$ cat src/sv/fep_pkg.sv
// Package for the fire cell propagator: buffer geometry, word layouts and the colour palette.
// It depends on nothing; fep_update, the top level and the testbench import it.
`default_nettype none

package fep_pkg;

    localparam int WIDTH  = 256;
    localparam int HEIGHT = 128;

    localparam int ROW_W  = 7;
    localparam int COL_W  = 8;
    localparam int LVL_W  = 6;
    localparam int ADDR_W = ROW_W + COL_W;
    localparam int CELLS  = WIDTH * (HEIGHT - 1);

    localparam logic [ROW_W-1:0] SRC_ROW   = ROW_W'(HEIGHT - 1);
    localparam logic [COL_W-1:0] LAST_COL  = COL_W'(WIDTH - 1);
    localparam logic [LVL_W-1:0] MAX_LEVEL = 6'd36;

    localparam logic KIND_PROPAGATE = 1'b0;
    localparam logic KIND_READ      = 1'b1;

    localparam logic [1:0] DECAY_SHIFT_RIGHT = 2'd0;
    localparam logic [1:0] DECAY_STAY        = 2'd1;
    localparam logic [1:0] DECAY_SHIFT_LEFT  = 2'd2;
    localparam logic [1:0] DECAY_INVALID     = 2'd3;

    typedef struct packed {
        logic             kind;
        logic [ROW_W-1:0] row;
        logic [COL_W-1:0] column;
        logic [1:0]       decay;
    } item_t;

    typedef struct packed {
        logic [7:0] blue;
        logic [7:0] green;
        logic [7:0] red;
    } rgb_t;

    typedef struct packed {
        logic             rejected;
        rgb_t             colour;
        logic [COL_W-1:0] dest_column;
        logic [LVL_W-1:0] intensity;
    } result_t;

    typedef struct packed {
        logic              we;
        logic [ADDR_W-1:0] addr;
        logic [LVL_W-1:0]  data;
    } wr_req_t;

    function automatic rgb_t palette(input logic [LVL_W-1:0] level);
        rgb_t c;
        case (level)
            6'd0:    c = '{red: 8'd7,   green: 8'd7,   blue: 8'd7};
            6'd1:    c = '{red: 8'd31,  green: 8'd7,   blue: 8'd7};
            6'd2:    c = '{red: 8'd47,  green: 8'd15,  blue: 8'd7};
            6'd3:    c = '{red: 8'd71,  green: 8'd15,  blue: 8'd7};
            6'd4:    c = '{red: 8'd87,  green: 8'd23,  blue: 8'd7};
            6'd5:    c = '{red: 8'd103, green: 8'd31,  blue: 8'd7};
            6'd6:    c = '{red: 8'd119, green: 8'd31,  blue: 8'd7};
            6'd7:    c = '{red: 8'd143, green: 8'd39,  blue: 8'd7};
            6'd8:    c = '{red: 8'd159, green: 8'd47,  blue: 8'd7};
            6'd9:    c = '{red: 8'd175, green: 8'd63,  blue: 8'd7};
            6'd10:   c = '{red: 8'd191, green: 8'd71,  blue: 8'd7};
            6'd11:   c = '{red: 8'd199, green: 8'd71,  blue: 8'd7};
            6'd12:   c = '{red: 8'd223, green: 8'd79,  blue: 8'd7};
            6'd13:   c = '{red: 8'd223, green: 8'd87,  blue: 8'd7};
            6'd14:   c = '{red: 8'd223, green: 8'd87,  blue: 8'd7};
            6'd15:   c = '{red: 8'd215, green: 8'd95,  blue: 8'd7};
            6'd16:   c = '{red: 8'd215, green: 8'd95,  blue: 8'd7};
            6'd17:   c = '{red: 8'd215, green: 8'd103, blue: 8'd15};
            6'd18:   c = '{red: 8'd207, green: 8'd111, blue: 8'd15};
            6'd19:   c = '{red: 8'd207, green: 8'd119, blue: 8'd15};
            6'd20:   c = '{red: 8'd207, green: 8'd127, blue: 8'd15};
            6'd21:   c = '{red: 8'd207, green: 8'd135, blue: 8'd23};
            6'd22:   c = '{red: 8'd199, green: 8'd135, blue: 8'd23};
            6'd23:   c = '{red: 8'd199, green: 8'd143, blue: 8'd23};
            6'd24:   c = '{red: 8'd199, green: 8'd151, blue: 8'd31};
            6'd25:   c = '{red: 8'd191, green: 8'd159, blue: 8'd31};
            6'd26:   c = '{red: 8'd191, green: 8'd159, blue: 8'd31};
            6'd27:   c = '{red: 8'd191, green: 8'd167, blue: 8'd39};
            6'd28:   c = '{red: 8'd191, green: 8'd167, blue: 8'd39};
            6'd29:   c = '{red: 8'd191, green: 8'd175, blue: 8'd47};
            6'd30:   c = '{red: 8'd183, green: 8'd175, blue: 8'd47};
            6'd31:   c = '{red: 8'd183, green: 8'd183, blue: 8'd47};
            6'd32:   c = '{red: 8'd183, green: 8'd183, blue: 8'd55};
            6'd33:   c = '{red: 8'd207, green: 8'd207, blue: 8'd111};
            6'd34:   c = '{red: 8'd223, green: 8'd223, blue: 8'd159};
            6'd35:   c = '{red: 8'd239, green: 8'd239, blue: 8'd199};
            6'd36:   c = '{red: 8'd255, green: 8'd255, blue: 8'd255};
            default: c = '0;
        endcase
        return c;
    endfunction

endpackage

`default_nettype wire

$ cat src/sv/fep_update.sv
// Modify step of the propagator: decay, wrapped destination, rejection and palette lookup.
// Depends on fep_pkg for the word layouts and the palette function.
`default_nettype none

module fep_update (
    input  wire fep_pkg::item_t                item,
    input  wire logic [fep_pkg::LVL_W-1:0]     cell_value,
    output fep_pkg::wr_req_t                   wr_req,
    output fep_pkg::result_t                   result
);
    import fep_pkg::*;

    logic             reject;
    logic [LVL_W-1:0] level;
    logic [COL_W-1:0] dest;

    always_comb
    begin
        reject = (item.kind == KIND_PROPAGATE)
              && ((item.row >= SRC_ROW) || (item.decay == DECAY_INVALID));

        // The odd decay codes take one step off the level, never below zero.
        if (item.decay[0] && (cell_value != '0))
        begin
            level = cell_value - LVL_W'(1);
        end
        else
        begin
            level = cell_value;
        end

        case (item.decay)
            DECAY_SHIFT_RIGHT: dest = (item.column == LAST_COL) ? '0 : item.column + COL_W'(1);
            DECAY_SHIFT_LEFT:  dest = (item.column == '0) ? LAST_COL : item.column - COL_W'(1);
            default:           dest = item.column;
        endcase

        wr_req = '0;
        result = '0;
        if (item.kind == KIND_READ)
        begin
            result.intensity   = cell_value;
            result.dest_column = item.column;
            result.colour      = palette(cell_value);
        end
        else if (reject)
        begin
            result.rejected = 1'b1;
        end
        else
        begin
            wr_req.we          = 1'b1;
            wr_req.addr        = {item.row, dest};
            wr_req.data        = level;
            result.intensity   = level;
            result.dest_column = dest;
            result.colour      = palette(level);
        end
    end

endmodule

`default_nettype wire

$ cat config.mk
export PLATFORM = sky130hd
export DESIGN_NAME = fep_update
export DESIGN_NICKNAME = d
export VERILOG_FILES = /design/src/sv/fep_pkg.sv /design/src/sv/fep_update.sv
export SDC_FILE = /design/constraint.sdc
export NUM_CORES = 1
export LEC_CHECK = 0
export BUFFER_PORTS_ARGS = -buffer_cell sky130_fd_sc_hd__buf_2
export CORE_MARGIN = 2
export CORE_UTILIZATION = 30
export DETAILED_ROUTE_END_ITERATION = 12
export SLEW_MARGIN = 0
export SYNTH_ARGS = -nofsm -noshare
export SYNTH_HDL_FRONTEND = slang
export SYNTH_SLANG_ARGS = --single-unit
$ cat constraint.sdc
create_clock -name vclk -period 6.7
set_input_delay 1.34 -clock vclk [all_inputs]
set_output_delay 1.34 -clock vclk [all_outputs]
set_load 0.1 [all_outputs]
==> run metrics <==
status complete, no violations; nets in the synthesized netlist 448; CP arrival a little under 5 ns; Port Buf Inserts between 80 and 90; flip-flop and latch area 0 µm²; die area slightly below 10000 µm²; post-layout total power between 400 and 500 µW; overall die height between 90 and 100 µm; required time of the worst setup path 5.36 ns; core outline area just under 9000 µm²; worst slack, placed 0.470 ns; Residual DRC 0; number of standard cells in the final layout excluding fillers roughly 560; Power Dens Cells 152 nW/µm²; residual overflow from global routing 0; cell accounting for the most synthesized area ha_1; leading cell types by count after synthesis nand2_1, nor2_1, o21ai_0, ha_1, clkbuf_1; share of post-route cells with drive strength above 1 28.9%; P&R area growth vs syn 15.8%; die width between 90 and 100 µm; Avg Cell Area, Syn between 6 and 7 µm²; DRT antenna net count 0; number of global-route vias before repair between 3000 and 4000; buffer count from post-CTS setup fixing 0; Util after Layout approximately 36%; final count of pins violating max slew 0; most instantiated library cell after synthesis nand2_1; Top Ports 85; leakage dissipation 1.46 nW; Initial DRC Count between 300 and 400; cells after synthesis between 400 and 500; GRT Resource Usage Total between 10% and 20%; final sequential cell count 0; global-route wire length before repair ~16000 µm; maximum net fanout on the critical path 10; Worst IR Drop VDD between 0.00006 and 0.00007 V; CP Class input port to output pin; number of antenna violations at the first check in global routing 0; maximum achievable frequency roughly 160 MHz; number of distinct standard cells referenced by the synthesized netlist 80; Max-Cap Viols 0; Vias 3290; final weighted congestion of routability-driven global placement about 0.93; element type at the critical path end output pin; count of clock-net buffers in the final layout 0; aggregate routed wire length ~9800 µm; Hold Path Class input port to output pin; unrepaired setup endpoints after global routing no; HPWL after DPL roughly 7600 µm; antenna diode count 0; post-synth top area share 10.6%; critical path launch point type input port; count of warnings emitted by yosys 0; post-route minimum period roughly 6.3 ns; Slew HR a little under half; number of hold violations in the final report 0; min setup slack post-route between 0.3 and 0.4 ns; Tightest Pin Transition roughly 0.8 ns; final worst-path cycle share between 90% and 100%; Synth Cell Area ~2700 µm²; final setup vio count 0; aggregate negative setup slack 0 ns; proportion of synthesized chip area in sequential cells 0%; WL/cell roughly 18 µm; starting density of the core 31.0%; largest net degree at the start of global routing 33; post-cts gate resize count 0; post-layout net count ~500; first-pass iteration count of the detailed router 5; top cells by area, synth ha_1, nand2_1, nor2_1; placement row count 34; cts hold-fix bufs 0; number of cells after detailed placement approximately 560; via density per instance approximately 5.9
path summary, 6_finish.rpt:
kind,start,end,slack [ns],cells after the start
worst min-delay path,item[12],wr_req[16],3.19,3
worst max-delay path,cell_value[1],result[26],0.39,13
per-layer routing:
layer  vias to the layer above  GRT usage (%)  part of all wire (%)
met4                         0           3.69                   1.9
met2                       178           31.1                    44
li1                       1579              -                     -
met1                      1518           27.5                    45
met5                         -              0                     0
met3                        15           1.48                   8.5
worst max-delay path: stages:
cell and delay (ns):
buf_2 0.16, inv_1 0.26, ha_1 0.37, nor2b_1 0.43
a21oi_1 0.13, mux2_2 0.35, inv_1 0.16, ha_1 0.32
or4_1 0.53, o21ai_0 0.12, a221oi_2 0.10, o31ai_2 0.23
buf_2 0.47
area by class of cell:
class,count,area (µm²)
multi-input combinational,342,2440
tap,108,135
fill,975,5620
timing repair buffer,90,493
inverter,21,78.8
power breakdown:
group | switching, mW | total (mW) | internal (mW)
Sequential | 0 | 0 | 0
Clock | 0 | 0 | 0
Combinational | 0.376 | 0.479 | 0.103
Total | 0.376 | 0.479 | 0.103
per-stage QoR:
| step | area (µm²) | hold WS (ns) |
|---|---|---|
| 2_1_floorplan | 2730 | 3.10 |
| 3_3_place_gp | 3140 | 3.19 |
| 3_5_place_dp | 3140 | 3.19 |
| 4_1_cts | 3140 | 3.19 |
| 5_1_grt | 3140 | 3.19 |
| 6_report | 3140 | 3.19 |
cells in the final DEF (no fill, tap or decap), types with 5 or more instances in the layout:
| cell | n |
|---|---|
| inv_1 | 20 |
| nand2b_1 | 8 |
| ha_1 | 23 |
| o21ai_1 | 7 |
| buf_2 | 83 |
| mux2i_1 | 9 |
| nor4_1 | 5 |
| a21o_1 | 15 |
| nand3_1 | 9 |
| o21ai_0 | 23 |
| a31oi_1 | 7 |
| buf_4 | 5 |
| a21oi_1 | 17 |
| nor2_1 | 35 |
| and2_1 | 9 |
| nor2b_1 | 6 |
| a211oi_1 | 8 |
| o211ai_1 | 10 |
| nor3_1 | 10 |
| nand2_1 | 36 |
| or3_1 | 6 |
| xnor2_1 | 6 |
| o22ai_1 | 6 |
logic make-up (layout without fill, tap and decap cells):
logic type / count (synthesis) / in the layout / synth area share, %
AO/OA/AOI/OAI: 143 / 143 / 38.5
XOR/XNOR: 9 / 9 / 2.90
adder cells (fa/ha/maj): 23 / 23 / 10.6
buffers and inverters: 59 / 111 / 10.6
multiplexers: 16 / 16 / 7.47
AND/OR/NAND/NOR: 151 / 151 / 29.9
Note: power is estimated with default switching activity, not from simulation.
